**config.mk**
```make
export PLATFORM = sky130hd
export DESIGN_NAME = bsst_ctrl
export DESIGN_NICKNAME = d
export VERILOG_FILES = /design/src/rtl/core/bsst_pkg.sv /design/src/rtl/core/bsst_ctrl.sv
export SDC_FILE = /design/constraint.sdc
export NUM_CORES = 1
export LEC_CHECK = 0
export ABC_AREA = 0
export BUFFER_PORTS_ARGS = -buffer_cell sky130_fd_sc_hd__buf_2
export CORE_MARGIN = 5
export CORE_UTILIZATION = 45
export CTS_CLUSTER_SIZE = 25
export DETAILED_ROUTE_END_ITERATION = 10
export GPL_TIMING_DRIVEN = 0
export PLACE_DENSITY = 0.69
export RECOVER_POWER = 50
export SKIP_LAST_GASP = 1
export SYNTH_ARGS = -nofsm -noshare
export SYNTH_HDL_FRONTEND = slang
export SYNTH_SLANG_ARGS = --single-unit
```
**constraint.sdc**
```tcl
create_clock -name clock -period 9.75 [get_ports clock]
set_input_delay 2.925 -clock clock [delete_from_list [all_inputs] [get_ports clock]]
set_output_delay 2.925 -clock clock [all_outputs]
set_load 0.05 [all_outputs]
```
**src/rtl/core/bsst_pkg.sv**
```systemverilog
// Shared constants and types for the sorted-table binary search unit.
package bsst_pkg;

   localparam int DEPTH_DEFAULT = 1024;

   localparam int VALUE_W = 32;
   localparam int CMD_W   = 2;
   localparam int POS_W   = 10;

   // Padded to whole bytes on the stream buses.
   localparam int REQ_DATA_W = 32;
   localparam int RSP_DATA_W = 16;

   localparam logic [CMD_W-1:0] CMD_APPEND = 2'd0;
   localparam logic [CMD_W-1:0] CMD_SEARCH = 2'd1;
   localparam logic [CMD_W-1:0] CMD_CLEAR  = 2'd2;

endpackage

```
**src/rtl/core/bsst_ctrl.sv**
```systemverilog
// Command sequencer: table fill count, interval registers, shared probe compare.
module bsst_ctrl import bsst_pkg::*; #(
   parameter int DEPTH = DEPTH_DEFAULT,
   parameter int AW    = $clog2(DEPTH),
   parameter int CW    = $clog2(DEPTH + 1)
) (
   input  logic                  clock,
   input  logic                  reset,
   input  logic                  req_tvalid,
   output logic                  req_tready,
   input  logic [REQ_DATA_W-1:0] req_tdata,
   input  logic [CMD_W-1:0]      req_tuser,
   output logic                  rsp_tvalid,
   input  logic                  rsp_tready,
   output logic [RSP_DATA_W-1:0] rsp_tdata,
   output logic                  rsp_tuser,
   output logic                  ram_wr_en,
   output logic [AW-1:0]         ram_wr_addr,
   output logic [VALUE_W-1:0]    ram_wr_data,
   output logic [AW-1:0]         ram_rd_addr,
   input  logic [VALUE_W-1:0]    ram_rd_data
);

   typedef enum logic [1:0] {
      ST_IDLE,
      ST_PROBE,
      ST_CMP,
      ST_DONE
   } state_type;

   state_type           state_ff, state_in;
   logic [CW-1:0]       count_ff, count_in;
   logic [CW-1:0]       lo_ff, lo_in;
   logic [CW-1:0]       hi1_ff, hi1_in;   // exclusive upper bound (right + 1)
   logic [AW-1:0]       mid_ff, mid_in;
   logic [VALUE_W-1:0]  key_ff, key_in;
   logic                found_ff, found_in;
   logic [POS_W-1:0]    pos_ff, pos_in;
   logic                rsp_valid_ff, rsp_valid_in;
   logic                rsp_found_ff, rsp_found_in;
   logic [POS_W-1:0]    rsp_pos_ff, rsp_pos_in;

   logic                accept;
   logic [CW-1:0]       span;
   logic [CW-1:0]       mid_full;
   logic                entry_gt, entry_lt;
   logic [AW+POS_W-1:0] mid_ext;

   assign accept = req_tvalid && req_tready;

   // Midpoint of [lo, hi1-1], rounded down; only used while lo < hi1.
   assign span     = hi1_ff - lo_ff - CW'(1);
   assign mid_full = lo_ff + (span >> 1);

   assign entry_gt = $signed(ram_rd_data) > $signed(key_ff);
   assign entry_lt = $signed(ram_rd_data) < $signed(key_ff);
   assign mid_ext  = {{POS_W{1'b0}}, mid_ff};

   always_comb begin
      state_in     = state_ff;
      count_in     = count_ff;
      lo_in        = lo_ff;
      hi1_in       = hi1_ff;
      mid_in       = mid_ff;
      key_in       = key_ff;
      found_in     = found_ff;
      pos_in       = pos_ff;
      rsp_valid_in = rsp_valid_ff;
      rsp_found_in = rsp_found_ff;
      rsp_pos_in   = rsp_pos_ff;
      ram_wr_en    = 1'b0;
      ram_wr_addr  = count_ff[AW-1:0];
      ram_wr_data  = req_tdata[VALUE_W-1:0];
      ram_rd_addr  = mid_full[AW-1:0];

      if (rsp_valid_ff && rsp_tready) begin
         rsp_valid_in = 1'b0;
      end

      unique case (state_ff)
         ST_IDLE: begin
            if (accept) begin
               case (req_tuser)
                  CMD_APPEND: begin
                     if (count_ff < CW'(DEPTH)) begin
                        ram_wr_en = 1'b1;
                        count_in  = count_ff + CW'(1);
                     end
                  end
                  CMD_SEARCH: begin
                     key_in   = req_tdata[VALUE_W-1:0];
                     lo_in    = '0;
                     hi1_in   = count_ff;
                     state_in = ST_PROBE;
                  end
                  CMD_CLEAR: begin
                     count_in = '0;
                  end
                  default: begin
                  end
               endcase
            end
         end
         ST_PROBE: begin
            if (lo_ff < hi1_ff) begin
               mid_in   = mid_full[AW-1:0];
               state_in = ST_CMP;
            end else begin
               found_in = 1'b0;
               pos_in   = '0;
               state_in = ST_DONE;
            end
         end
         ST_CMP: begin
            if (entry_gt) begin
               hi1_in   = CW'(mid_ff);
               state_in = ST_PROBE;
            end else if (entry_lt) begin
               lo_in    = CW'(mid_ff) + CW'(1);
               state_in = ST_PROBE;
            end else begin
               found_in = 1'b1;
               pos_in   = mid_ext[POS_W-1:0];
               state_in = ST_DONE;
            end
         end
         ST_DONE: begin
            // wait for the output word register to free up
            if (!rsp_valid_ff || rsp_tready) begin
               rsp_valid_in = 1'b1;
               rsp_found_in = found_ff;
               rsp_pos_in   = pos_ff;
               state_in     = ST_IDLE;
            end
         end
         default: begin
            state_in = ST_IDLE;
         end
      endcase
   end

   always_ff @(posedge clock) begin
      if (reset) begin
         state_ff     <= ST_IDLE;
         count_ff     <= '0;
         rsp_valid_ff <= 1'b0;
      end else begin
         state_ff     <= state_in;
         count_ff     <= count_in;
         rsp_valid_ff <= rsp_valid_in;
      end
      lo_ff        <= lo_in;
      hi1_ff       <= hi1_in;
      mid_ff       <= mid_in;
      key_ff       <= key_in;
      found_ff     <= found_in;
      pos_ff       <= pos_in;
      rsp_found_ff <= rsp_found_in;
      rsp_pos_ff   <= rsp_pos_in;
   end

   assign req_tready = (state_ff == ST_IDLE);
   assign rsp_tvalid = rsp_valid_ff;
   assign rsp_tuser  = rsp_found_ff;
   assign rsp_tdata  = {{(RSP_DATA_W - POS_W){1'b0}}, rsp_pos_ff};

endmodule

```
Word-level counts from Yosys, hierarchy flattened
Index checks and enable logic that the tools add are counted.
{ "op_classes": {"n_lt_le_gt_ge": 4, "reduce_logical": 17, "add_sub_neg": 5, "eq_ne": 14, "n_mux": 33} }
{ "op_table": {"columns": ["cell", "n"], "rows": [
  ["$mux 11", 8],
  ["$pmux 11 s2", 3],
  ["$gt 32x32->1", 1],
  ["$lt 32x32->1", 1],
  ["$mux 10", 3],
  ["$pmux 10 s2", 1],
  ["$ne 2x2->1 const B", 7],
  ["$reduce_and 4->1", 3],
  ["$add 10x1->11 const B", 1],
  ["$add 11x1->11 const B", 1],
  ["$lt 11x11->1", 1],
  ["$lt 11x11->1 const B", 1],
  ["$mux 1", 11],
  ["$sub 11x1->11 const B", 1],
  ["$sub 11x11->11", 1],
  ["$add 10x10->10", 1],
  ["$mux 2", 5],
  ["$pmux 2 s4", 1],
  ["$eq 2x2->1 const B", 3],
  ["$reduce_and 3->1", 2],
  ["$reduce_bool 2->1", 3],
  ["$reduce_and 5->1", 1],
  ["$eq 2x1->1 const B", 2],
  ["$logic_not 2->1", 2],
  ["6 further kinds", 9]
]} }
{ "totals": {"reg_bits": 100, "output_inout_bits": 72, "elab_cells": 84} }

Logic depth before layout (Yosys ltp)
{ "depth": {"ltp_word": 5, "mapped_depth": 14} }

Worst setup path after synthesis
No wires, ideal clock.
{ "synth_path": {"path_kind": "in2out", "start": "input req_tuser[0]", "end": "output ram_wr_en", "required_ns": 6.825, "path_slack_ns": 2.397, "arrival_time_ns": 4.428, "cell_stages": 4, "cell_sequence": "or4b_4 or2_1 buf_6 nor2_1"} }
{ "synth_via": {"elab_chain_len": 4} }
{ "synth_rtl": {"columns": ["element", "line_no", "text"], "rows": [
  ["from (decl)", "bsst_ctrl.sv:12", "input logic [CMD_W-1:0] req_tuser,"],
  ["$logic_not 2->1", "bsst_ctrl.sv:83", "case (req_tuser)"],
  ["$mux 1", "bsst_ctrl.sv:83", null],
  ["$mux 1", "bsst_ctrl.sv:82", "if (accept) begin"],
  ["$mux 1", "bsst_ctrl.sv:80", "unique case (state_ff)"],
  ["to (decl)", "bsst_ctrl.sv:17", "output logic ram_wr_en,"]
]} }
No other way between the ends.

Worst setup path after layout
Ends and elaborated chain as after synthesis.

==> results.sh <==
export IMPL_cts_sinks=100
export IMPL_worst_ir_drop_vdd_mv=0.0980
export IMPL_num_vias=4281
export IMPL_setup_worst_path_end="ram_wr_en"
export IMPL_hold_viol_final=0
export IMPL_met3_usage_pct=5.72
export IMPL_required_ns=6.83
export IMPL_grt_total_usage_pct=17.4
export IMPL_r2r_cells=13
export IMPL_gp_congestion=0.808
export IMPL_crit_type="in2out"
export IMPL_drive_above_1_share_pct=24.1
export IMPL_fin_cells=874
export IMPL_rows=41
export IMPL_drt_first_pass_iters=4
export IMPL_die_h_um=124
export IMPL_remaining_drc_errors=0
export IMPL_antenna_found_initial=0
export IMPL_htreeDepth=3
export IMPL_clockBufferDepth=2
export IMPL_synth_area_top_cells="edfxtp_1, ha_1, buf_4, dfxtp_1, inv_1"
export IMPL_met1_usage_pct=19.6
export IMPL_dp_cells=858
export IMPL_hold_path_class="reg2reg"
export IMPL_hold_slack_ns=0.422
export IMPL_drt_antenna_violating_nets=0
export IMPL_slew_headroom_pct=-9.00
export IMPL_post_cts_repair_setup_buffers=0
export IMPL_crit_arrival_ns=4.35
export IMPL_via_per_inst=4.90
export IMPL_cts_hold_fix_buffers=0
export IMPL_crit_fanout=7
export IMPL_io_pins=142
export IMPL_synthArstFlopShare_pct=0
export IMPL_initial_utilization_pct=46.2
export IMPL_crit_start="req_tuser[0]"
export IMPL_synthCells=543
export IMPL_worstReg2RegEnd="mid_ff[9]"
export IMPL_power_density_nw_per_um2=165
export IMPL_dieArea_um2=15400
export IMPL_core_area_um2=12700
export IMPL_nNetsFinal=831
export IMPL_ys_seq_area_share_pct=49.0
export IMPL_finalSetupTns_ns=0
export IMPL_diodes=0
export IMPL_drtIter0Drc=153
export IMPL_grt_max_degree=17
export IMPL_setup_viol_count_final=0
export IMPL_grt_busiest_layer="met2"
export IMPL_avgSynthCellArea_um2=10.8
export IMPL_p_leak_nw=3.19
export IMPL_grt_pass1_wl_mm=20.5
export IMPL_grt_overflow=0
export IMPL_avgRoutedWirePerCell_um=14.4
export IMPL_worstMarginPinSlew_ns=1.62
export IMPL_cp_end_kind="primary output"
export IMPL_die_w_um=124
export IMPL_synth_cell_area_um2=5850
export IMPL_synth_distinct_cells=48
export IMPL_finalCriticalPeriod_ns=7.28
export IMPL_clk_latency_ns=0.35
export IMPL_outcome="complete, but fails checks"
export IMPL_synthTopCellsByCount="edfxtp_1, ha_1, inv_1"
export IMPL_cts_buffers=9
export IMPL_yosys_area_top_type="edfxtp_1"
export IMPL_max_freq_ghz=0.137
export IMPL_synth_ff_type="edfxtp_1"
export IMPL_drt_total_wl_mm=12.6
export IMPL_skew_ns=0.0101
export IMPL_synth_seq_cells=100
export IMPL_cts_root_buf="clkbuf_16"
export IMPL_drv_cap=1
export IMPL_syn_to_final_growth_pct=20.6
export IMPL_violations="capacitance limit, slew limit"
export IMPL_synth_top_area_share_pct=44.2
export IMPL_port_buffer_count=135
export IMPL_yosys_warnings=0
export IMPL_min_period_over_period_pct=74.6
export IMPL_r2r_start="lo_ff[1]"
export IMPL_yosys_cell_count_top_type="edfxtp_1"
export IMPL_grt_pass1_vias=4437
export IMPL_rsz0062_at_grt="false"
export IMPL_grt_use_met2_pct=30.9
export IMPL_cts_resized=0
export IMPL_cts_tree="done"
export IMPL_regToRegSetupSlack_ns=6.24
export IMPL_clk_pin_slew_ns=0.06
export IMPL_start_kind="primary input"
export IMPL_dp_hpwl_mm=10.2
export IMPL_slew_viol_final=12
export IMPL_synth_edf_count=86
## kinds of logic after synthesis
group / Yosys count / share of synthesized area, %
buffers and inverters: 112 / 10.4
AND/OR/NAND/NOR: 144 / 12.5
XOR/XNOR: 29 / 4.34
AO/OA/AOI/OAI: 93 / 9.76
adder cells (fa/ha/maj): 64 / 13.9
other: 1 / 0.0641
flip-flops: 100 / 49.0
## layout by cell type, fill, tap and decap left out, types with 3 or more instances in the layout
master and instances:
a21oi_1 36, buf_4 49, nand2b_1 6, and2_1 3, ha_1 62, and3_1 6, nor2b_1 7, nand3_1 14
xnor2_1 15, conb_1 6, nand2_1 28, edfxtp_1 86, clkbuf_16 9, nor2_1 39, buf_2 100, o21a_1 4
nor3_1 8, clkinv_2 3, a31oi_1 3, dfxtp_1 14, nor4_1 4, clkbuf_1 41, o21ai_0 19, inv_1 58
xor2_1 14, a21o_1 13, nand4_1 8, and2_0 11
## stage by stage
step	setup WS (ns)	power (mW)	utilization (%)	instance area, um^2
3_5_place_dp	2.56	0.796	53.6	6790
4_1_cts	2.55	1.18	56.1	7110
6_report	2.47	1.16	55.7	7050
2_1_floorplan	2.40	0.723	-	5870
5_1_grt	2.39	1.22	55.7	7050
3_3_place_gp	2.30	0.790	53.3	6760
## power by group
group          switching (mW)  total (mW)  internal [mW]
registers              0.0119       0.498          0.486
clock network           0.155       0.380          0.224
logic                   0.195       0.286         0.0906
total                   0.362        1.16          0.801
## worst min path at each step
stage | startpoint | depth (start not counted) | endpoint | slack (ns)
finish | pos_ff[1] | 0 | rsp_pos_ff[1] | 0.42
global route | pos_ff[9] | 0 | rsp_pos_ff[9] | 0.44
CTS | pos_ff[1] | 0 | rsp_pos_ff[1] | 0.42
detailed placement | pos_ff[1] | 0 | rsp_pos_ff[1] | 0.41
global placement | pos_ff[0] | 0 | rsp_pos_ff[0] | 0.41
floorplan | pos_ff[0] | 0 | rsp_pos_ff[0] | 0.40
## sequential cells by signal (all words and copies together), names as in the netlist
signal      flops
count_ff       11
found_ff        1
hi1_ff         11
key_ff         32
lo_ff          11
mid_ff         10
pos_ff         10
rsp_pos_ff     10
rsp_tuser       1
rsp_tvalid      1
state_ff        2
## worst max-delay path, stage by stage
cell      delay (ns)
buf_2           0.11
or4b_4          0.49
or2_0           0.22
clkbuf_1        0.20
nor2_1          0.13
buf_2           0.27
## per-layer routing
layer	share of wire, %	vias up
met1	42	1968
met2	49	137
met4	2.1	0
met5	0	-
li1	-	2158
met3	6.6	18
## cell type report
class | count | area [um^2]
clock buffer | 9 | 225
fill | 1120 | 5620
sequential | 100 | 2860
timing repair buffer | 138 | 662
multi-input combinational | 336 | 2400
buffer | 54 | 383
clock inverter | 7 | 90.1
inverter | 58 | 218
tap | 172 | 215
Note: power is estimated with default switching activity, not from simulation.
